===== src/rtl/dab_pkg.sv =====
package dab_pkg;

  localparam int NUM_BLOCKS = 64;
  localparam int BLK_W      = $clog2(NUM_BLOCKS);
  localparam int LINK_W     = BLK_W + 1;
  localparam int ID_W       = 8;
  localparam int LEN_W      = 7;
  localparam int OP_W       = 2;
  localparam int ST_W       = 2;
  localparam int FB_W       = 7;
  localparam int IN_W       = OP_W + ID_W + LEN_W + FB_W;
  localparam int OUT_W      = ST_W + FB_W + LEN_W;

  localparam logic [LINK_W-1:0] LINK_NONE = LINK_W'(NUM_BLOCKS);
  localparam logic [FB_W-1:0]   FB_NONE   = '1;

  // operation codes
  localparam logic [OP_W-1:0] OP_CONTIG = 2'd0;
  localparam logic [OP_W-1:0] OP_LINKED = 2'd1;
  localparam logic [OP_W-1:0] OP_REMOVE = 2'd2;

  // result status codes
  localparam logic [ST_W-1:0] ST_OK       = 2'd0;
  localparam logic [ST_W-1:0] ST_NOSPACE  = 2'd1;
  localparam logic [ST_W-1:0] ST_NOTFOUND = 2'd2;

  typedef enum logic [1:0] {
    RES_NOSPACE,
    RES_NOTFOUND,
    RES_ALLOC,
    RES_FREED
  } res_kind_t;

  typedef enum logic [9:0] {
    S_IDLE    = 10'b00_0000_0001,
    S_CHECK   = 10'b00_0000_0010,
    S_C_SCAN  = 10'b00_0000_0100,
    S_C_FILL  = 10'b00_0000_1000,
    S_L_COUNT = 10'b00_0001_0000,
    S_L_CHECK = 10'b00_0010_0000,
    S_L_FILL  = 10'b00_0100_0000,
    S_L_TAIL  = 10'b00_1000_0000,
    S_R_READ  = 10'b01_0000_0000,
    S_R_STEP  = 10'b10_0000_0000
  } state_t;

  typedef struct packed {
    logic      load_req;
    logic      clr_work;
    logic      c_scan_step;
    logic      c_fill_step;
    logic      l_count_step;
    logic      l_fill_step;
    logic      l_tail;
    logic      r_step;
    logic      push;
    res_kind_t kind;
  } cmd_t;

  typedef struct packed {
    logic [OP_W-1:0] op;
    logic            len_bad;
    logic            start_bad;
    logic            c_hit;
    logic            scan_last;
    logic            fill_last;
    logic            l_short;
    logic            l_hit;
    logic            walk_done;
    logic            out_free;
  } sts_t;

endpackage


===== src/rtl/dab_ram.sv =====
module dab_ram #(
  parameter int WIDTH = 8,
  parameter int DEPTH = 64
) (
  input  logic                     clk,
  input  logic                     we,
  input  logic [$clog2(DEPTH)-1:0] waddr,
  input  logic [WIDTH-1:0]         wdata,
  input  logic [$clog2(DEPTH)-1:0] raddr,
  output logic [WIDTH-1:0]         rdata
);

  logic [WIDTH-1:0] mem [DEPTH];

  always_ff @(posedge clk) begin
    if (we) begin
      mem[waddr] <= wdata;
    end
    rdata <= mem[raddr];
  end

endmodule


===== src/rtl/dab_datapath.sv =====
module dab_datapath import dab_pkg::*; (
  input  logic             clk,
  input  logic             rst,
  input  logic [IN_W-1:0]  s_tdata,
  output logic             m_tvalid,
  input  logic             m_tready,
  output logic [OUT_W-1:0] m_tdata,
  input  cmd_t             cmd,
  output sts_t             sts
);

  logic [OP_W-1:0]       req_op;
  logic [ID_W-1:0]       req_id;
  logic [LEN_W-1:0]      req_len;
  logic [FB_W-1:0]       req_start;

  logic [BLK_W-1:0]      idx;
  logic [BLK_W-1:0]      first;
  logic [BLK_W-1:0]      prev;
  logic [LEN_W-1:0]      run;
  logic [LEN_W-1:0]      cnt;
  logic [LEN_W-1:0]      steps;
  logic [LINK_W-1:0]     cur;
  logic [NUM_BLOCKS-1:0] used;

  logic                  blk_free;
  logic [LEN_W-1:0]      run_inc;
  logic [LEN_W-1:0]      cnt_inc;
  logic [LEN_W-1:0]      steps_inc;
  logic [LEN_W-1:0]      c_run_next;
  logic [BLK_W-1:0]      c_first_next;
  logic                  c_hit;
  logic                  cur_used;
  logic [LINK_W-1:0]     link_rdata;
  logic [LINK_W-1:0]     walk_link;

  logic                  link_we;
  logic [BLK_W-1:0]      link_waddr;
  logic [LINK_W-1:0]     link_wdata;
  logic                  owner_we;

  assign blk_free     = !used[idx];
  assign run_inc      = run + 1'b1;
  assign cnt_inc      = cnt + 1'b1;
  assign steps_inc    = steps + 1'b1;
  assign c_run_next   = blk_free ? run_inc : '0;
  assign c_first_next = (blk_free && run == '0) ? idx : first;
  assign c_hit        = blk_free && (run_inc == req_len);

  // a free block always reads as having no successor
  assign cur_used  = used[cur[BLK_W-1:0]];
  assign walk_link = cur_used ? link_rdata : LINK_NONE;

  always_comb begin
    link_we    = 1'b0;
    link_waddr = idx;
    link_wdata = LINK_NONE;
    if (cmd.c_fill_step) begin
      link_we    = 1'b1;
      link_waddr = idx;
      link_wdata = (cnt_inc == req_len) ? LINK_NONE : LINK_W'(idx) + 1'b1;
    end else if (cmd.l_fill_step && blk_free && cnt != '0) begin
      link_we    = 1'b1;
      link_waddr = prev;
      link_wdata = LINK_W'(idx);
    end else if (cmd.l_tail) begin
      link_we    = 1'b1;
      link_waddr = prev;
      link_wdata = LINK_NONE;
    end
  end

  assign owner_we = cmd.c_fill_step || (cmd.l_fill_step && blk_free);

  dab_ram #(.WIDTH(LINK_W), .DEPTH(NUM_BLOCKS)) u_link_ram (
    .clk   (clk),
    .we    (link_we),
    .waddr (link_waddr),
    .wdata (link_wdata),
    .raddr (cur[BLK_W-1:0]),
    .rdata (link_rdata)
  );

  dab_ram #(.WIDTH(ID_W), .DEPTH(NUM_BLOCKS)) u_owner_ram (
    .clk   (clk),
    .we    (owner_we),
    .waddr (idx),
    .wdata (req_id),
    .raddr (idx),
    .rdata ()
  );

  always_ff @(posedge clk) begin
    if (cmd.load_req) begin
      req_op    <= s_tdata[OP_W-1:0];
      req_id    <= s_tdata[OP_W +: ID_W];
      req_len   <= s_tdata[OP_W+ID_W +: LEN_W];
      req_start <= s_tdata[OP_W+ID_W+LEN_W +: FB_W];
    end
    if (cmd.clr_work) begin
      idx   <= '0;
      run   <= '0;
      cnt   <= '0;
      steps <= '0;
      cur   <= LINK_W'(req_start[BLK_W-1:0]);
    end
    if (cmd.c_scan_step) begin
      run   <= c_run_next;
      first <= c_first_next;
      idx   <= c_hit ? c_first_next : idx + 1'b1;
    end
    if (cmd.c_fill_step) begin
      idx <= idx + 1'b1;
      cnt <= cnt_inc;
    end
    if (cmd.l_count_step) begin
      idx <= idx + 1'b1;
      cnt <= cnt + LEN_W'(blk_free);
    end
    if (cmd.l_fill_step) begin
      idx <= idx + 1'b1;
      if (blk_free) begin
        prev <= idx;
        cnt  <= cnt_inc;
        if (cnt == '0) begin
          first <= idx;
        end
      end
    end
    if (cmd.r_step) begin
      if (cur_used) begin
        cnt <= cnt_inc;
      end
      cur   <= walk_link;
      steps <= steps_inc;
    end
  end

  // occupancy bits
  always_ff @(posedge clk) begin
    if (rst) begin
      used <= '0;
    end else begin
      if (cmd.c_fill_step || (cmd.l_fill_step && blk_free)) begin
        used[idx] <= 1'b1;
      end
      if (cmd.r_step) begin
        used[cur[BLK_W-1:0]] <= 1'b0;
      end
    end
  end

  // result register
  always_ff @(posedge clk) begin
    if (rst) begin
      m_tvalid <= 1'b0;
    end else if (cmd.push) begin
      m_tvalid <= 1'b1;
    end else if (m_tready) begin
      m_tvalid <= 1'b0;
    end
  end

  always_ff @(posedge clk) begin
    if (cmd.push) begin
      case (cmd.kind)
        RES_ALLOC:    m_tdata <= {req_len, FB_W'(first), ST_OK};
        RES_FREED:    m_tdata <= {cnt, FB_NONE, ST_OK};
        RES_NOTFOUND: m_tdata <= {LEN_W'(0), FB_NONE, ST_NOTFOUND};
        default:      m_tdata <= {LEN_W'(0), FB_NONE, ST_NOSPACE};
      endcase
    end
  end

  always_comb begin
    sts.op        = req_op;
    sts.len_bad   = (req_len == '0) || (req_len > LEN_W'(NUM_BLOCKS));
    sts.start_bad = req_start[FB_W-1] || (req_start >= FB_W'(NUM_BLOCKS));
    sts.c_hit     = c_hit;
    sts.scan_last = (idx == BLK_W'(NUM_BLOCKS - 1));
    sts.fill_last = (cnt_inc == req_len);
    sts.l_short   = (cnt < req_len);
    sts.l_hit     = blk_free && (cnt_inc == req_len);
    sts.walk_done = (walk_link >= LINK_NONE) || (steps_inc == LEN_W'(NUM_BLOCKS));
    sts.out_free  = !m_tvalid || m_tready;
  end

endmodule


===== src/rtl/dab_ctrl.sv =====
module dab_ctrl import dab_pkg::*; (
  input  logic clk,
  input  logic rst,
  input  logic s_tvalid,
  output logic s_tready,
  input  sts_t sts,
  output cmd_t cmd
);

  state_t    state;
  state_t    state_next;
  res_kind_t kind;
  res_kind_t kind_next;
  logic      in_result;
  logic      in_result_next;

  assign s_tready = (state == S_IDLE) && !in_result;

  always_ff @(posedge clk) begin
    if (rst) begin
      state     <= S_IDLE;
      in_result <= 1'b0;
    end else begin
      state     <= state_next;
      in_result <= in_result_next;
    end
  end

  always_ff @(posedge clk) begin
    kind <= kind_next;
  end

  always_comb begin
    state_next     = state;
    kind_next      = kind;
    in_result_next = in_result;
    cmd            = '0;
    cmd.kind       = kind;

    // finished result waits here for the output register
    if (in_result) begin
      if (sts.out_free) begin
        cmd.push       = 1'b1;
        in_result_next = 1'b0;
      end
    end else begin
      case (state)
        S_IDLE: begin
          if (s_tvalid) begin
            cmd.load_req = 1'b1;
            state_next   = S_CHECK;
          end
        end
        S_CHECK: begin
          cmd.clr_work = 1'b1;
          state_next   = S_IDLE;
          if (sts.op == OP_CONTIG && !sts.len_bad) begin
            state_next = S_C_SCAN;
          end else if (sts.op == OP_LINKED && !sts.len_bad) begin
            state_next = S_L_COUNT;
          end else if (sts.op == OP_REMOVE && !sts.start_bad) begin
            state_next = S_R_READ;
          end else begin
            kind_next      = (sts.op == OP_REMOVE) ? RES_NOTFOUND : RES_NOSPACE;
            in_result_next = 1'b1;
          end
        end
        S_C_SCAN: begin
          cmd.c_scan_step = 1'b1;
          if (sts.c_hit) begin
            state_next = S_C_FILL;
          end else if (sts.scan_last) begin
            state_next     = S_IDLE;
            kind_next      = RES_NOSPACE;
            in_result_next = 1'b1;
          end
        end
        S_C_FILL: begin
          cmd.c_fill_step = 1'b1;
          if (sts.fill_last) begin
            state_next     = S_IDLE;
            kind_next      = RES_ALLOC;
            in_result_next = 1'b1;
          end
        end
        S_L_COUNT: begin
          cmd.l_count_step = 1'b1;
          if (sts.scan_last) begin
            state_next = S_L_CHECK;
          end
        end
        S_L_CHECK: begin
          if (sts.l_short) begin
            state_next     = S_IDLE;
            kind_next      = RES_NOSPACE;
            in_result_next = 1'b1;
          end else begin
            cmd.clr_work = 1'b1;
            state_next   = S_L_FILL;
          end
        end
        S_L_FILL: begin
          cmd.l_fill_step = 1'b1;
          if (sts.l_hit) begin
            state_next = S_L_TAIL;
          end
        end
        S_L_TAIL: begin
          cmd.l_tail     = 1'b1;
          state_next     = S_IDLE;
          kind_next      = RES_ALLOC;
          in_result_next = 1'b1;
        end
        S_R_READ: begin
          state_next = S_R_STEP;
        end
        S_R_STEP: begin
          cmd.r_step = 1'b1;
          if (sts.walk_done) begin
            state_next     = S_IDLE;
            kind_next      = RES_FREED;
            in_result_next = 1'b1;
          end else begin
            state_next = S_R_READ;
          end
        end
        default: begin
          state_next = S_IDLE;
        end
      endcase
    end
  end

endmodule


===== src/rtl/disk_block_allocator.sv =====
// contiguous request: first-fit scan, then fill;
// linked request: free count pass, then claim pass and tail link;
// remove: walks the chain, with a read state before each step for the registered read of the link memory
// one request at a time; the next is taken once the result sits in the output register
// reset (rst, synchronous) frees every block at once, no clearing pass is needed
module disk_block_allocator import dab_pkg::*; (
  input  logic             clk,
  input  logic             rst,
  // request channel
  input  logic             s_tvalid,
  output logic             s_tready,
  input  logic [IN_W-1:0]  s_tdata,   // op[1:0], file_id[9:2], length[16:10], start_block[23:17]
  // result channel
  output logic             m_tvalid,
  input  logic             m_tready,
  output logic [OUT_W-1:0] m_tdata    // status[1:0], first_block[8:2], blocks_changed[15:9]
);

  // command and status between sequencer and table datapath
  cmd_t cmd;
  sts_t sts;

  // sequencer: decodes the request and steps the scan, fill and walk loops
  dab_ctrl u_ctrl (
    .clk      (clk),
    .rst      (rst),
    .s_tvalid (s_tvalid),
    .s_tready (s_tready),
    .sts      (sts),
    .cmd      (cmd)
  );

  // datapath: occupancy bits, link and owner memories, loop counters, result register
  dab_datapath u_datapath (
    .clk      (clk),
    .rst      (rst),
    .s_tdata  (s_tdata),
    .m_tvalid (m_tvalid),
    .m_tready (m_tready),
    .m_tdata  (m_tdata),
    .cmd      (cmd),
    .sts      (sts)
  );

endmodule


===== config.mk =====
export PLATFORM = sky130hd
export DESIGN_NAME = disk_block_allocator
export DESIGN_NICKNAME = d
export VERILOG_FILES = /design/src/rtl/dab_pkg.sv /design/src/rtl/dab_ram.sv /design/src/rtl/dab_datapath.sv /design/src/rtl/dab_ctrl.sv /design/src/rtl/disk_block_allocator.sv
export SDC_FILE = /design/constraint.sdc
export NUM_CORES = 1
export LEC_CHECK = 0
export ABC_AREA = 1
export BUFFER_PORTS_ARGS = -buffer_cell sky130_fd_sc_hd__buf_2
export CORE_MARGIN = 1
export CORE_UTILIZATION = 24
export DETAILED_ROUTE_END_ITERATION = 10
export SETUP_SLACK_MARGIN = 0.02
export SYNTH_ARGS = -nofsm -noshare
export SYNTH_HDL_FRONTEND = slang
export SYNTH_SLANG_ARGS = --single-unit
export TNS_END_PERCENT = 30

===== constraint.sdc =====
create_clock -name clk -period 14.6 [get_ports clk]
set_input_delay 2.19 -clock clk [delete_from_list [all_inputs] [get_ports clk]]
set_output_delay 2.19 -clock clk [all_outputs]
set_load 0.05 [all_outputs]

=== Yosys cells after proc, flatten, opt, wreduce, memory -nomap -nowiden ===
Memory sizes are Yosys's and may differ from the RTL's. A register that Yosys moved wholly into a read port is not among the register bits.
Index checks and enable logic that the tools add are counted.

* Bits of input ports: 28
* Memories: 1
* Logic and storage cells: 197
* Flip-flop bits (word level): 155
* Bits in writable memories: 448

* Reductions and logical operators: 34
* Add/subtract/negate cells: 6
* Order comparisons: 8
* Eq/ne operators: 31
* Bitwise logic cells: 5
* Mux-type cells: 96

{| class="wikitable"
|+ Memory list
! memory !! words !! bits a word !! read ports !! clocked after memory_dff !! wr ports !! RTL line !! RTL
|-
| u_datapath.u_link_ram.mem || 64 || 7 || 1 || 1 || 1 || dab_ram.sv:13 || <nowiki>logic [WIDTH-1:0] mem [DEPTH];</nowiki>
|}

{| class="wikitable"
|+ Operator list
! kind !! count
|-
| 64-bit two-way mux || 3
|-
| 7-bit two-way mux || 16
|-
| 6-bit two-way mux || 16
|-
| 10-bit case mux with 9 select lines || 1
|-
| 10-bit two-way mux || 8
|-
| 64-bit AND || 1
|-
| 64-bit NOT || 1
|-
| 64-bit OR || 1
|-
| 16-bit case mux with 3 select lines || 1
|-
| 1-bit two-way mux || 33
|-
| 2-bit != test, second input constant || 11
|-
| 7-bit by 1-bit adder with 7-bit output, second input constant || 3
|-
| 7-bit logical NOT || 3
|-
| 9-bit two-way mux || 2
|-
| 2-bit two-way mux || 8
|-
| 7-bit equality test || 2
|-
| 7-bit >= comparator, second input constant || 2
|-
| 6-bit by 7-bit less-than comparator with 1-bit output, second input constant || 2
|-
| 1-bit binary-select mux with 6-bit select || 2
|-
| 1-bit demux with 6-bit select || 2
|-
| 6-bit by 1-bit >= comparator with 1-bit output, second input constant || 2
|-
| 2-bit case mux with 6 select lines || 1
|-
| 1-bit logical AND || 11
|-
| 10-bit by 1-bit equality test with 1-bit output, second input constant || 1
|-
| other kinds (33) || 47
|}

=== Depth between registers and ports, before layout ===
Gate-level depths: netlist (run 1).

* Depth after elaboration: 11
* Gate-level depth with buffers: 19
* Mapped depth without buffers: 18

=== Hierarchy ===
From an unflattened synthesis (run 1), not the netlist that was laid out.

* Cell total of the unflattened synthesis: 3079
* Area total of the unflattened synthesis: 28399.7 um2

{| class="wikitable"
|+ By module, submodules not included
! module !! area each (um2) !! times used !! sequential area each (um2) !! cells an instance
|-
| dab_ram || 18545.3 || 1 || 13593.0 || 1590
|-
| dab_datapath || 8633.3 || 1 || 3483.3 || 1281
|-
| dab_ctrl || 1221.2 || 1 || 280.3 || 208
|}

=== Worst setup path before layout (run 1) ===
OpenSTA, ideal clock, no wires.

* Path kind: reg2reg
* Start point: register u_datapath.idx[2]
* End point: memory u_datapath.u_link_ram.mem[0][1] (netlist bit) (data pin)
* Required time: 13.898 ns
* Library setup time: 0.702 ns
* Path slack: 9.713 ns
* Cell stages (with the launch flop): 13
* Arrival time: 4.185 ns
* Period minus slack after synthesis: 4.887 ns
* Path buffers: 1
* Path through: edfxtp_1 -> nand2_1 -> inv_2 -> buf_4 -> nand3_1 -> nand2_1 -> nor2_1 -> nor2_1 -> nor2_1 -> nand2_1 -> nor2_8 -> nand3_4 -> o21ai_0

* Cells in the longest elaborated chain, start to end: 7

{| class="wikitable"
|+ RTL lines
! item !! RTL line !! RTL
|-
| start, declared || dab_datapath.sv:17 || <nowiki>logic [BLK_W-1:0] idx;</nowiki>
|-
| start signal, assigned || dab_datapath.sv:110 || <nowiki>idx <= c_hit ? c_first_next : idx + 1'b1;</nowiki>
|-
| start signal, assigned || dab_datapath.sv:113 || <nowiki>idx <= idx + 1'b1;</nowiki>
|-
| start signal, assigned || dab_datapath.sv:117 || <nowiki>idx <= idx + 1'b1;</nowiki>
|-
| 1-bit binary-select mux with 6-bit select || dab_datapath.sv:42 || <nowiki>assign blk_free = !used[idx];</nowiki>
|-
| 1-bit two-way mux (not written as such) || dab_datapath.sv:42 ||
|-
| 1-bit logical NOT || dab_datapath.sv:42 ||
|-
| 1-bit logical AND (2 in series) || dab_datapath.sv:62 || <nowiki>end else if (cmd.l_fill_step && blk_free && cnt != '0) begin</nowiki>
|-
| 7-bit two-way mux || dab_datapath.sv:62 ||
|-
| 7-bit two-way mux || dab_datapath.sv:58 || <nowiki>if (cmd.c_fill_step) begin</nowiki>
|-
| net u_datapath.link_wdata[1] || dab_datapath.sv:39 || <nowiki>logic [LINK_W-1:0] link_wdata;</nowiki>
|-
| end, declared || dab_ram.sv:13 ||
|}

The timed path passes the listed nets, and every way through them passes these cells. The select of a mux whose other input is x is not followed.

=== Final worst setup path (run 1) ===
* Start point: register u_datapath.idx[0]
* End point: memory u_datapath.u_link_ram.mem[8][0] (netlist bit) (enable)

* Cells in the longest elaborated chain, start to end: 9
* Elaborated cells on any way between the ends: 12

{| class="wikitable"
|+ RTL lines
! item !! RTL line !! RTL
|-
| 1-bit binary-select mux with 6-bit select || dab_datapath.sv:42 ||
|-
| 1-bit two-way mux (not written as such) || dab_datapath.sv:42 ||
|-
| 1-bit logical NOT || dab_datapath.sv:42 ||
|-
| 1-bit logical AND (2 in series) || dab_datapath.sv:62 ||
|-
| 1-bit two-way mux || dab_datapath.sv:62 ||
|-
| 1-bit two-way mux || dab_datapath.sv:58 ||
|-
| 1-bit two-way mux || dab_ram.sv:16 || <nowiki>if (we) begin</nowiki>
|-
| 1-bit two-way mux (not written as such) || dab_ram.sv:17 || <nowiki>mem[waddr] <= wdata;</nowiki>
|}

Parallel ways exist; a longest one is shown, timed or not. The select of a mux whose other input is x is not followed.

==> results.md, run 1 <==
- Clock transition at the registers of the reported paths: roughly 0.060 ns
- DR pass1 iterations: 6
- Comb pwr share: between 10% and 20%
- CTS H-tree lvls: 3
- Setup Skew: 0.05103 ns
- Pre-CTS WS: about 9.9 ns
- Total core area: 109500 µm²
- ANT cells: 0
- Max frequency: around 210 MHz
- Maximum VDD drop: just over 0.00008 V
- Mean Syn Cell Area: approximately 11 µm²
- Crit path kind: register to register
- Net Sw Frac: approximately 30%
- Final Worst Setup Slack: between 9 and 10 ns
- Antenna violations before repair: 0
- Synth top area share: between 50 and 60%
- Final Cycle Share: roughly a third
- Final Power: between 0.004 and 0.005 W
- Overflow after GRT: 0
- RSZ-0062 raised after global routing: no
- CP endpoint kind: register
- Critical Path AT: 4.98 ns
- I/O pins: between 40 and 50
- Die H: 335.4 µm
- Clock Latency Late Sink: around 0.64 ns
- Yosys reg bits: between 600 and 700
- Relative slew margins: 33.03%
- Global-route wire length before repair: between 100000 and 150000 µm
- Area of placed instances: between 20000 and 30000 µm²
- Chip width: ~340 µm
- Clock share of power: roughly 38%
- Final net count: roughly 2600
- Die ar.: between 100000 and 150000 µm²
- Clock tree sinks: 610
- Final WL: 73280 µm
- Syn-to-layout area delta: 15.34%
- CP Launch Type: register
- Remaining DRCs: 0
- CP Max Fanout: 44
- Crit-path slowest cell: nor2_1
- Worst min path class: register to register
- Number of hold violations in the final report: 0
- Ys async rst share: 0%
- Worst path most repeated cell: nand2_1
- Min cycle time layout: between 4 and 5 ns
- All-Layer GR Usage: between 10 and 15%
- CTS max path bufs: 3
- Critical Path, Cell by Cell: inv_2 > buf_4 > nand2_1 > nand3_1 > nand2_1 > o21ai_1 > nand2_1 > inv_1 > nand2_1 > nor2_8 > nand3_4 > nand3_2 > nand3_1 > nor2_1
- Largest net degree at the start of global routing: 75
- WL per Instance: between 15 and 20 µm
- Vias in the first global route: roughly 18000
- Total setup buffers inserted after CTS: 0
- DR iter-0 viols: 2151
- Post-synth cell types: between 50 and 60
- Pleak: about 11 nW
- Port Buf Inserts: 37
- Max Slew Vio Count: 0
- Hold_buf cts: 0
- Clock tree from TritonCTS: yes
- Ys Warns: 0
- Share of post-route cells with drive strength above 1: around 9.0%
- Synth Flop Type: edfxtp_1
- Hpwl dp: approximately 45000 µm
- CP Data Required Time: approximately 15 ns
- Status: finished, final reports clean
- Final hold slack: 0.4740 ns
- Pwr dens: around 150 nW/µm²
- CTS resizes: 0
- Internal power: about 0.0031 W
- Syn Nets: approximately 2600
- Max_cap viols: 0
- Via density: 4.670
- Dominant cells by area after synthesis: edfxtp_1 58%, nand2_1 8.9%, dfxtp_1 7.2%, nand4_1 3.0%, inv_1 3.0%
- Vias: between 15000 and 20000
- Initial Util: ~24%
- ANT nets after route: 0
- CTS buffer count: 67
- # rows: 121
- Seq pwr share: around 46%
- Worst slew pin tran: 0.9991 ns
- Final Wtd Congestion: roughly 0.85
- Root buf cell: clkbuf_16
- Switching power total: 0.001330 W
- Cell taking the most area after synthesis: edfxtp_1
- Sequential cell area fraction in the yosys report: roughly 65%
- Final Setup Violations: 0
- Final std cell area, no fill: 30770 µm²
- Post-synthesis cell area: 26670 µm²
- Setup TNS Final: 0 ns
- Synth Instances: approximately 2500
- Number of synthesized flops with an enable pin: 514
- CP max stage delay: about 0.8 ns
==> synth_stat cells (all sizes together), types with 2 or more instances <==
cell type and number:
a21boi 2, nor4 3, clkinv 7, a21oi 97, buf 57, a31oi 3, nand3 118, inv 227
o2bb2ai 6, nand3b 4, edfxtp 514, o211ai 4, xor2 15, nor3 25, a22o 18, a22oi 72
nor2 190, and3 3, o21bai 2, nand2 641, xnor2 4, or2 3, ha 16, o21a 2
dfxtp 96, a221oi 40, o21ai 150, o22ai 15, nand4 134, clkbuf 52
==> per-stage QoR <==
step	cells	utilization, %
floorplan	2528	-
global placement	3968	26.08
detailed placement	3968	26.08
CTS	4090	28.11
global route	4090	28.11
finish	4090	28.11
==> power groups by stage <==
| stage | clock [W] | sequential [W] | combinational (W) |
|---|---|---|---|
| detailed placement | 0 | 0.00207 | 0.000728 |
| global placement | 0 | 0.00207 | 0.000723 |
| CTS | 0.00172 | 0.00204 | 0.000731 |
| floorplan | 0 | 0.00207 | 0.000507 |
| finish | 0.00170 | 0.00204 | 0.000733 |
| global route | 0.00179 | 0.00205 | 0.000816 |
==> critical path: cells and delay by family (launching register included) <==
| family | cells | cell delay [ns] |
|---|---|---|
| compound gates | 1 | 0.30 |
| buf+inv | 3 | 0.99 |
| flops | 1 | 0.39 |
| simple gates | 10 | 2.62 |
==> cell families after synthesis <==
family / synth area share [%]
adder cells (fa/ha/maj): 0.7505
AND/OR/NAND/NOR: 18.58
AO/OA/AOI/OAI: 9.724
buffers and inverters: 5.249
flip-flops: 65.07
XOR/XNOR: 0.6239
==> state kept, by name (all words and copies together), names as in the netlist, 7 cells and up <==
| register | flops |
|---|---|
| u_datapath.u_link_ram.mem | 448 |
| u_datapath.used | 64 |
| u_datapath.m_tdata | 16 |
| u_ctrl.state | 10 |
| u_datapath.cnt | 7 |
| u_datapath.req_len | 7 |
| u_datapath.req_start | 7 |
| u_datapath.run | 7 |
| u_datapath.steps | 7 |
| u_datapath.u_link_ram.rdata | 7 |
==> area by class of cell <==
class / count / area, µm²
timing repair buffer: 73 / 455.4
clock inverter: 40 / 456.7
tap: 1476 / 1847
multi-input combinational: 1575 / 8006
sequential: 610 / 17360
inverter: 234 / 880.8
fill: 11350 / 78690
clock buffer: 82 / 1763
==> worst paths after layout <==
check                                    endpoint                start  slack, ns  depth (start not counted)
hold / removal                u_datapath.used[23]  u_datapath.used[23]       0.47                          2
setup / recovery  u_datapath.u_link_ram.mem[8][0]    u_datapath.idx[0]       9.85                         14
setup reg to reg  u_datapath.u_link_ram.mem[8][0]    u_datapath.idx[0]       9.85                         14
hold reg to reg               u_datapath.used[23]  u_datapath.used[23]       0.47                          2
==> cell usage in the layout (no fill, tap or decap), types with 21 or more instances in the layout <==
cell type,n
nor3_1,21
nand4_1,129
nor2_1,180
a22oi_1,72
a21oi_1,96
clkbuf_16,67
nand3_1,111
o21ai_0,137
inv_1,207
buf_4,36
a221oi_1,40
dfxtp_1,96
edfxtp_1,514
nand2_1,634
buf_2,37
==> layer usage <==
metal  track usage (%)  wire length (µm)
met5                 0                 0
met4             4.246              1789
met3             2.200              5019
met2             20.26             33680
met1             17.88             32790
Power figures use the tool's default switching activity.
==> inputs of run 2 (changes only) <==
Settings changed: ABC_AREA 1 to 0.
Clock period 14.6 ns to 3.9 ns, I/O delays scaled along.
==> run 2 against run 1 <==
Compared with the run above:
- the run now ends with setup timing left
- cell count fell by 12%
- critical path depth fell by 1
- maximum frequency rose by 20%
- critical path type unchanged
- critical endpoint is now u_datapath.u_link_ram.mem[41][0]
==> results.md, run 2 <==
- Status: complete, but fails checks
- Failing checks: setup timing
- Worst Path Buf+Inv: 5
- # rows: 120
- Global-route wire length before repair: roughly 110000 µm
- ANT cells: 0
- Comb pwr share: under 10%
- FF+latch area: about 17000 µm²
- Commonest cells after routing, fill and taps aside: 514 x edfxtp_1, 190 x a22oi_1, 180 x buf_4, 150 x nor2_1, 109 x a21oi_1
- Root buf cell: clkbuf_16
- Flip-flop count of the largest register after layout: 448
- Placed Cells: ~3500
- Die ar.: between 100000 and 150000 µm²
- Clock tree from TritonCTS: yes
- Antenna violations before repair: 0
- Area of the multi-input gates: 8353 µm²
- Setup TNS Final: -0.4599 ns
- Via density: 4.977
- Top-count cell post-synth: edfxtp_1
- Final Wtd Congestion: around 0.94
- Cell taking the most area after synthesis: edfxtp_1
- Most flops, register: u_datapath.u_link_ram.mem
- Final Worst Setup Slack: -0.05083 ns
- All-Layer GR Usage: ~14%
- ANT nets after route: 0
- Critical Path, Cell by Cell: buf_4 > buf_4 > mux2_2 > o211ai_1 > o311ai_0 > or4_4 > o31a_4 > buf_4 > nor3_2 > a2bb2oi_2 > buf_4 > buf_4 > nor2_4
- WL per Instance: ~22 µm
- Maximum VDD drop: about 0.00031 V
- Internal power: 0.01130 W
- Reg2Reg Depth: 13
- Net Sw Frac: about a quarter
- CP Launch Type: register
- Final Setup Violations: 25
- Final Cycle Share: 101.3%
- Relative slew margins: ~27%
- Post-synth cell types: between 70 and 80
- CP Max Fanout: 10
- Hold_sp: s_tdata[0]
- CP max stage delay: approximately 0.54 ns
- Worst slew pin tran: about 1.1 ns
- CTS buffer count: 68
- DR iter-0 viols: roughly 2000
- Synth top cells by count: 514 x edfxtp_1, 194 x nor2_1, 190 x a22oi_1
- Largest net degree at the start of global routing: 65
- Ys Warns: 0
- Remaining DRCs: 0
- Dominant cells by area after synthesis: edfxtp_1 60%, dfxtp_1 7.4%, a22oi_1 5.5%, nor2_1 2.8%, mux2i_1 2.2%
- Fillers: 10720
- Hold_buf cts: 0
- Initial Util: about a quarter
- Clock Latency Late Sink: 0.63 ns
- Worst min path class: input pin to register
- Clock share of power: roughly 43%
- Vias in the first global route: 17410
- Number of hold violations in the final report: 0
- Worst path most repeated cell: buf_4
- Clock transition at the registers of the reported paths: ~0.060 ns
- Final Util: about 30%
- CP endpoint kind: register
- Max Slew Vio Count: 0
- Crit path kind: register to register
- DR pass1 iterations: 5
- FF-to-FF setup slack: -0.05 ns
- Total core area: 106900 µm²
- Min cycle time layout: ~4 ns
- Final WL: about 77000 µm
- Final net count: about 2200
- Pleak: ~9.6 nW
- Syn-to-layout area delta: 23.65%
- CTS max path bufs: 3
- Vias: ~18000
- Leading cell type in the layout, fill and taps excluded: edfxtp_1
- Final Power: 0.01501 W
- Clock tree sinks: 610
- Crit-path slowest cell: or4_4
- Hpwl dp: between 50000 and 60000 µm
- Synth Instances: around 1900
- Share of post-route cells with drive strength above 1: 22.41%
- RSZ-0062 raised after global routing: yes
- Synth Flop Type: edfxtp_1
- Port Buf Inserts: 37
- Syn Nets: approximately 2000
- Synth top area share: slightly below 60%
- Switching power total: between 0.003 and 0.004 W
- Non-Filler Instances: around 3600
- Critical Path AT: 4.23 ns
- Top delay family on crit path: simple AND/OR/NAND/NOR gates
- Max_cap viols: 0
- Mean Syn Cell Area: 13.37 µm²
- Hold depth: 1
- Die H: approximately 330 µm
- Overflow after GRT: 0
- Pwr dens: ~470 nW/µm²
- Number of synthesized flops with an enable pin: between 500 and 600
- WHS Endpoint: u_datapath.req_op[0]
- Seq pwr share: a little under half
- Sequential cell area fraction in the yosys report: 67.08%
- Largest regs: u_datapath.u_link_ram.mem: 448 flops, u_datapath.used: 64 flops, u_datapath.m_tdata: 16 flops
- Chip width: ~330 µm
- Setup Skew: around 0.040 ns
- Ys async rst share: 0%
- Post-synthesis cell area: 25870 µm²
- Reg2reg end: u_datapath.u_link_ram.mem[41][0]
- Max frequency: ~250 MHz
- Yosys reg bits: 610
- R2R Path Start: u_datapath.idx[0]
- CTS H-tree lvls: 3
- I/O pins: 46
- CP Data Required Time: 4.18 ns
## run 2: changes by cell type after synthesis, moves of 17 or more
| cell | change |
|---|---|
| a211oi_1 | +69 |
| a22oi_1 | +118 |
| clkbuf_1 | +29 |
| inv_1 | -180 |
| mux2i_1 | +58 |
| nand2_1 | -583 |
| nand2b_1 | +18 |
| nand3_1 | -61 |
| nand3b_1 | +17 |
| nand4_1 | -91 |
| nor2b_1 | +31 |
| o21ai_0 | -105 |
## run 2: cells by family after synthesis
group / Yosys count / share of synthesized area (%)
muxes: 84 / 3.810
DFF: 610 / 67.08
xor gates and xnor gates: 30 / 1.015
adders and majority gates: 16 / 0.7737
AOI/OAI and AO/OA: 543 / 14.84
and+or+nand+nor: 497 / 9.981
buffers and inverters: 155 / 2.505
## run 2: worst max path at each step
stage | startpoint | to | slack [ns] | cells after the start
floorplan | u_datapath.cnt[0] | u_datapath.u_link_ram.mem[0][6] | -0.40 | 9
global placement | u_datapath.idx[0] | u_datapath.u_link_ram.mem[29][1] | -0.24 | 12
detailed placement | u_datapath.idx[0] | u_datapath.u_link_ram.mem[57][5] | -0.30 | 12
CTS | u_datapath.idx[0] | u_datapath.u_link_ram.mem[44][0] | -0.04 | 10
global route | u_datapath.idx[0] | u_datapath.u_link_ram.mem[41][0] | -0.15 | 13
finish | u_datapath.idx[0] | u_datapath.u_link_ram.mem[41][0] | -0.05 | 13
## run 2: power groups by stage
stage | clock, W | combinational (W) | sequential, W
floorplan | 0 | 0.000827 | 0.00732
global placement | 0 | 0.00136 | 0.00735
detailed placement | 0 | 0.00137 | 0.00735
CTS | 0.00651 | 0.00138 | 0.00721
global route | 0.00676 | 0.00150 | 0.00722
finish | 0.00640 | 0.00140 | 0.00721
## run 2: stage by stage
| step | hold WS (ns) | setup WS, ns | cell area (µm²) |
|---|---|---|---|
| after floorplan | 0.4385 | -0.4034 | 25880 |
| after global placement | 0.4704 | -0.2384 | 29190 |
| after detailed placement | 0.4800 | -0.2955 | 29190 |
| after CTS | 0.1186 | -0.03570 | 31650 |
| after global routing | 0.1198 | -0.1544 | 31990 |
| final | 0.1462 | -0.05083 | 31990 |
## run 2: cell type report
class / count / share of cell area (%)
repair buffers: 257 / 6.688
multi-input cells: 1172 / 26.11
flip-flops and latches: 610 / 54.25
well taps: 1403 / 5.487
inverters: 30 / 0.3520
clock buffers: 83 / 5.655
clock inverters: 43 / 1.459
## run 2: repair_timing
item,in CTS,in global routing
gates resized for setup,37,73
hold endpoints to repair,0,0
buffers inserted,9,6
endpoints found under the setup margin,440,492
pin swaps,6,10
cloned,1,1
## run 2: layer usage
metal,up-vias,wire (µm),GRT usage (%)
met5,-,0,0
met1,8964,32360,18.49
met3,152,5887,2.743
met2,727,36340,22.33
met4,0,2778,5.390
li1,8065,-,-
